**config.mk**
```make
export PLATFORM = sky130hd
export DESIGN_NAME = rsi_sqrt
export DESIGN_NICKNAME = d
export VERILOG_FILES = /design/src/sv/rsi_pkg.sv /design/src/sv/rsi_sqrt.sv
export SDC_FILE = /design/constraint.sdc
export NUM_CORES = 2
export LEC_CHECK = 0
export BUFFER_PORTS_ARGS = -buffer_cell sky130_fd_sc_hd__buf_2
export CORE_MARGIN = 2
export CORE_UTILIZATION = 40
export CTS_CLUSTER_SIZE = 12
export DETAILED_ROUTE_END_ITERATION = 6
export GPL_TIMING_DRIVEN = 0
export PLACE_DENSITY = 0.63
export SETUP_SLACK_MARGIN = 0.2
export SLEW_MARGIN = 30
export SYNTH_ARGS = -nofsm -noshare
export SYNTH_HDL_FRONTEND = slang
export SYNTH_SLANG_ARGS = --single-unit
export TNS_END_PERCENT = 50
```
**constraint.sdc**
```tcl
create_clock -name i_clk -period 6.1 [get_ports i_clk]
set_input_delay 1.22 -clock i_clk [delete_from_list [all_inputs] [get_ports i_clk]]
set_output_delay 1.22 -clock i_clk [all_outputs]
set_load 0.02 [all_outputs]
```
**src/sv/rsi_pkg.sv**
```systemverilog
package rsi_pkg;

    localparam int DIR_BITS       = 16;
    localparam int COORD_BITS_DEF = 24;
    localparam int DIR_FRAC_DEF   = 14;
    localparam int CFG_IDX_BITS   = 2;

    typedef enum logic [CFG_IDX_BITS-1:0] {
        CFG_CENTER_X = 2'd0,
        CFG_CENTER_Y = 2'd1,
        CFG_CENTER_Z = 2'd2,
        CFG_RADIUS   = 2'd3
    } t_cfg_idx;

    typedef struct packed {
        logic valid;
        logic miss;
    } t_flags;

    // rounded projection magnitude width
    function automatic int p8_w(input int c, input int f);
        return c + 18 - f;
    endfunction

    // width of pp + r2 - len2
    function automatic int sqrt_in_w(input int c, input int f);
        int a;
        int b;
        a = 2 * p8_w(c, f);
        b = 2 * c + 4;
        return ((a > b) ? a : b) + 1;
    endfunction

    function automatic int root_w(input int c, input int f);
        return (sqrt_in_w(c, f) + 1) >> 1;
    endfunction

    // start to result strobe, in cycles
    function automatic int latency(input int c, input int f);
        return root_w(c, f) + 7;
    endfunction

endpackage

```
**src/sv/rsi_sqrt.sv**
```systemverilog
module rsi_sqrt #(
    parameter int SW  = 57,
    parameter int QW  = 29,
    parameter int P8W = 28,
    parameter int MDW = 24
) (
    input  logic               i_clk,
    input  logic               i_rst_n,
    input  rsi_pkg::t_flags    i_flags,
    input  logic [SW-1:0]      i_rad,
    input  logic [P8W-1:0]     i_p8,
    input  logic [MDW-1:0]     i_max_dist,
    output rsi_pkg::t_flags    o_flags,
    output logic [QW-1:0]      o_root,
    output logic [P8W-1:0]     o_p8,
    output logic [MDW-1:0]     o_max_dist
);
    import rsi_pkg::*;

    localparam int VW = 2 * QW;

    // one root bit per stage, msb first; the last stage keeps no remainder
    logic [VW-1:0]  r_rem [QW-1];
    logic [QW-1:0]  r_q   [QW];
    t_flags         r_fl  [QW];
    logic [P8W-1:0] r_p8  [QW];
    logic [MDW-1:0] r_md  [QW];

    for (genvar s = 0; s < QW; s++) begin : g_stage
        localparam int K = QW - 1 - s;
        logic [VW-1:0]  w_rem;
        logic [QW-1:0]  w_q;
        t_flags         w_fl;
        logic [P8W-1:0] w_p8;
        logic [MDW-1:0] w_md;
        logic [VW:0]    w_trial;
        logic           w_take;

        if (s == 0) begin : g_first
            assign w_rem = VW'(i_rad);
            assign w_q   = '0;
            assign w_fl  = i_flags;
            assign w_p8  = i_p8;
            assign w_md  = i_max_dist;
        end else begin : g_next
            assign w_rem = r_rem[s-1];
            assign w_q   = r_q[s-1];
            assign w_fl  = r_fl[s-1];
            assign w_p8  = r_p8[s-1];
            assign w_md  = r_md[s-1];
        end

        // (q + 2^k)^2 - q^2 = q*2^(k+1) + 4^k
        assign w_trial = ((VW+1)'(w_q) << (K + 1)) + ((VW+1)'(1) << (2 * K));
        assign w_take  = ({1'b0, w_rem} >= w_trial);

        always_ff @(posedge i_clk) begin
            if (!i_rst_n) begin
                r_fl[s].valid <= 1'b0;
            end else begin
                r_fl[s].valid <= w_fl.valid;
            end
            r_fl[s].miss <= w_fl.miss;
            r_q[s]       <= w_take ? (w_q | (QW'(1) << K)) : w_q;
            r_p8[s]      <= w_p8;
            r_md[s]      <= w_md;
        end

        if (s < QW - 1) begin : g_rem
            always_ff @(posedge i_clk) begin
                r_rem[s] <= w_take ? VW'({1'b0, w_rem} - w_trial) : w_rem;
            end
        end
    end

    assign o_flags    = r_fl[QW-1];
    assign o_root     = r_q[QW-1];
    assign o_p8       = r_p8[QW-1];
    assign o_max_dist = r_md[QW-1];

endmodule

```
==> metrics.csv <==
stage,metric,value,unit
critical_path,Reg2Reg Depth,12,
critical_path,WP data arrival,5.54,ns
synthesis,sequential cell area fraction in the yosys report,0.6644,
clock_tree,post-CTS sizing,0,
clock_tree,"Setup Fix Bufs, Post-CTS",0,
clock_tree,root buf cell,clkbuf_16,
drt,routed len/inst,16.36,µm
synthesis,Post-Synthesis Cells,9377,
run,Max Cap Viol,0,
synthesis,Synth Area in Simple Gates,0.1089,
timing,period utilization,0.7807,
critical_path,Crit path depth,12,
critical_path,worst reg-to-reg setup slack,1.34,ns
power,Leak Pwr,0.05538,µW
die,Cell Rows,191,
synthesis,Synth warnings,0,
cells_and_area,"most common cell after layout, fill and taps aside",dfxtp_1,
critical_path,startpoint type of the worst setup path,flip-flop,
synthesis,Compound-Gate Fraction of Synth Area,0.08409,
timing,min setup slack post-route,1.338,ns
place,Place WS,1.337,ns
critical_path,slowest CP cell,nor2_1,
timing,skew final,0.03552,ns
drt,Iter 0 DRT Violations,4081,
run_status,failing checks,DRC,
global_route,number of global-route vias before repair,67380,
place,Port Buffers,193,
synthesis,syn_area_per_cell,11.65,µm²
power,Pwr Total,60340,µW
global_route,pin count of the biggest net entering global routing,16,
hold_path,Hold Path Cell Cnt,0,
synthesis,Post-synth EDFFs,0,
timing,Final Hold Vio Count,0,
die,CORE AREA,271200,µm²
synthesis,dominant synthesized flop cell,dfxtp_1,
hold_path,Worst Hold Class,flip-flop to flip-flop,
synthesis,count of state elements after synthesis,3625,
die,Top Ports,196,
synthesis,synth unique cells,84,
clock_tree,CTS Sinks,3625,
drt,DRC viols,1,
critical_path,CP max FO,10,
critical_path,Worst Setup EP,r_rem[1][606]$_DFF_P_,
clock_tree,TritonCTS Buffers,365,
drt,Post-DRT Antenna Nets,0,
timing,Min Hold Slack,0.3034,ns
clock_tree,CTS tree,yes,
global_route,antenna violations before repair,12,
timing,setup TNS,0,ns
power,VDD IR max,252.2,µV
clock_tree,worst-skew pair later-pin latency,0.90,ns
critical_path,reg-to-reg startpoint,r_q[6][32]$_DFF_P_,
synthesis,mux share of post-synthesis cell area,0.007709,
die,die height,526.6,µm
place,DP HPWL,169100,µm
synthesis,"Async S/R FF share, synth",0,
place,Placed Area,114800,µm²
cells_and_area,share of cells above drive strength 1,0.08342,
timing,worst slew pin tran,1.004,ns
critical_path,worst path required time,6.88,ns
synthesis,post-synthesis adder-cell area fraction,0.05269,
critical_path,Critical Path Source,r_q[6][32]$_DFF_P_,
drt,Initial DRT Pass Iterations,7,
die,starting density of the core,0.4027,
drt,Vias,66300,
run_status,status,"complete, but fails checks",
timing,RSZ-0062 raised after global routing,false,
critical_path,Crit. End Element,flip-flop,
place,routability cong.,0.9267,
clock_tree,hold buffers post-CTS,0,
cells_and_area,# fillers,24330,
timing,relative max-transition margin,0.3235,
cells_and_area,highest-count cells in the layout ignoring fill and taps,"dfxtp_1 (3,625), inv_1 (568), nand2_1 (489), a21oi_1 (486), nor2_1 (483)",
power,Pwr Density,480.0,nW/µm²
critical_path,Worst Setup Path Type,flip-flop to flip-flop,
timing,Final Slew Violations,0,
critical_path,delay of the slowest critical-path stage,0.68,ns
global_route,Overflow after GRT,0,
clock_tree,register clock-pin slew on the reported worst setup and hold paths,0.06,ns
synthesis,xor and xnor area share after synthesis,0.05701,
drt,number of vias per cell,4.846,
clock_tree,H-tree levels,5,
global_route,gr usage total,0.1581,
critical_path,"Largest delay share family, worst path",buffers and inverters,
global_route,first-pass GRT wire length,357000,µm
timing,post-layout min period,4.762,ns
clock_tree,clock tree buffer depth,4,
drt,final WL,223800,µm
cells_and_area,area grow syn2layout,15.09,%
timing,Setup-failing EPs final,0,
cells_and_area,post-route cell area,125700,µm²
critical_path,RR Endpoint,r_rem[1][606]$_DFF_P_,
critical_path,crit path buf inv count,4,
cells_and_area,fin nets,10510,
synthesis,main combinational cell family by area after synthesis,simple AND/OR/NAND/NOR gates,
synthesis,Syn Std Cell Area,109200,µm²
die,Die ar.,277300,µm²
die,die width,526.6,µm
timing,Max Fclk,0.2100,GHz
critical_path,CP Cell Sequence,inv_1 -> ha_1 -> or3_1 -> o22ai_1 -> o21ai_0 -> a21oi_1 -> nor3_1 -> nor2_1 -> clkinv_1 -> clkbuf_1 -> clkbuf_1 -> a21oi_1,
## power breakdown
group	switching [µW]	total, µW	internal, µW
Combinational	5660	9980	4310
Clock	8550	20500	11900
Sequential	2660	29900	27200
## routing by layer
metal,part of all wire,wire length [µm],global-route usage
met5,0.000058,13,0
met4,0.041,9138,0.06957
met3,0.049,11000,0.02622
met2,0.47,106200,0.2739
met1,0.44,97490,0.1923
## cells in the mapped netlist (16+ instances only)
| master | instances | area (µm²) |
|---|---|---|
| a2111oi_0 | 17 | 148.9 |
| a211o_1 | 18 | 157.7 |
| a211oi_1 | 42 | 315.3 |
| a21boi_0 | 28 | 210.2 |
| a21o_1 | 153 | 1149 |
| a21oi_1 | 486 | 2432 |
| a31oi_1 | 47 | 294.0 |
| and2_1 | 59 | 369.1 |
| and3_1 | 36 | 225.2 |
| clkbuf_1 | 135 | 506.7 |
| dfxtp_1 | 3625 | 72570 |
| ha_1 | 460 | 5756 |
| inv_1 | 568 | 2132 |
| mux2_2 | 65 | 732.0 |
| nand2_1 | 489 | 1836 |
| nand2b_1 | 89 | 556.8 |
| nand3_1 | 123 | 615.6 |
| nand3b_1 | 16 | 120.1 |
| nand4_1 | 115 | 719.4 |
| nand4b_1 | 19 | 166.4 |
| nor2_1 | 483 | 1813 |
| nor2b_1 | 60 | 375.4 |
| nor3_1 | 241 | 1206 |
| nor3b_1 | 17 | 127.6 |
| nor4_1 | 254 | 1589 |
| nor4b_1 | 33 | 289.0 |
| o211ai_1 | 32 | 240.2 |
| o21a_1 | 81 | 608.1 |
| o21ai_0 | 358 | 1792 |
| o21bai_1 | 48 | 360.4 |
| o31ai_1 | 47 | 352.8 |
| or2_2 | 46 | 287.8 |
| or3_1 | 93 | 581.8 |
| or4_1 | 69 | 518.0 |
| xnor2_1 | 363 | 3179 |
| xor2_1 | 348 | 3048 |
## per-stage QoR
step / utilization / std cells
after floorplan: - / 9378
after global placement: 0.4227 / 13140
after detailed placement: 0.4231 / 13140
after CTS: 0.4634 / 13680
after global routing: 0.4635 / 13680
final: 0.4635 / 13680
## state kept, by name, indices dropped and copies added (netlist names)
register  cells
r_q         435
r_fl         58
r_rem      1624
r_md        696
r_p8        812
## cell type report
type                       count  area (µm²)  area share
tap                         3570        4467     0.03553
inverter                     573        2151     0.01711
antenna                        6       15.01   0.0001194
timing repair buffer         195       980.9    0.007803
buffer                       156       596.8    0.004747
clock inverter                71        1005    0.007992
clock buffer                 462        9933     0.07901
sequential                  3625       72570      0.5773
multi-input combinational   5024       34000      0.2704
## worst min path at each step
stage | from | to | slack [ns]
after floorplan | r_fl[0][0]$_DFF_P_ | r_fl[0][2]$_DFF_P_ | 0.31
after global placement | r_p8[6][17]$_DFF_P_ | r_p8[6][45]$_DFF_P_ | 0.31
after detailed placement | r_fl[2][4]$_DFF_P_ | r_fl[2][6]$_DFF_P_ | 0.31
after CTS | r_p8[9][3]$_DFF_P_ | r_p8[9][31]$_DFF_P_ | 0.29
after global routing | r_p8[9][55]$_DFF_P_ | r_p8[10][27]$_DFF_P_ | 0.29
final | r_md[1][95]$_DFF_P_ | r_md[2][23]$_DFF_P_ | 0.30
## cell families (layout without fill, tap and decap cells)
group,count (synthesis),in the layout
AND/OR/NAND/NOR,2293,2293
flip-flops,3625,3625
AO/OA/AOI/OAI,1482,1482
adder cells (fa/ha/maj),460,460
multiplexers,76,76
buffers and inverters,729,1457
other,1,8
XOR/XNOR,711,711
(Power assumes the default switching activity.)
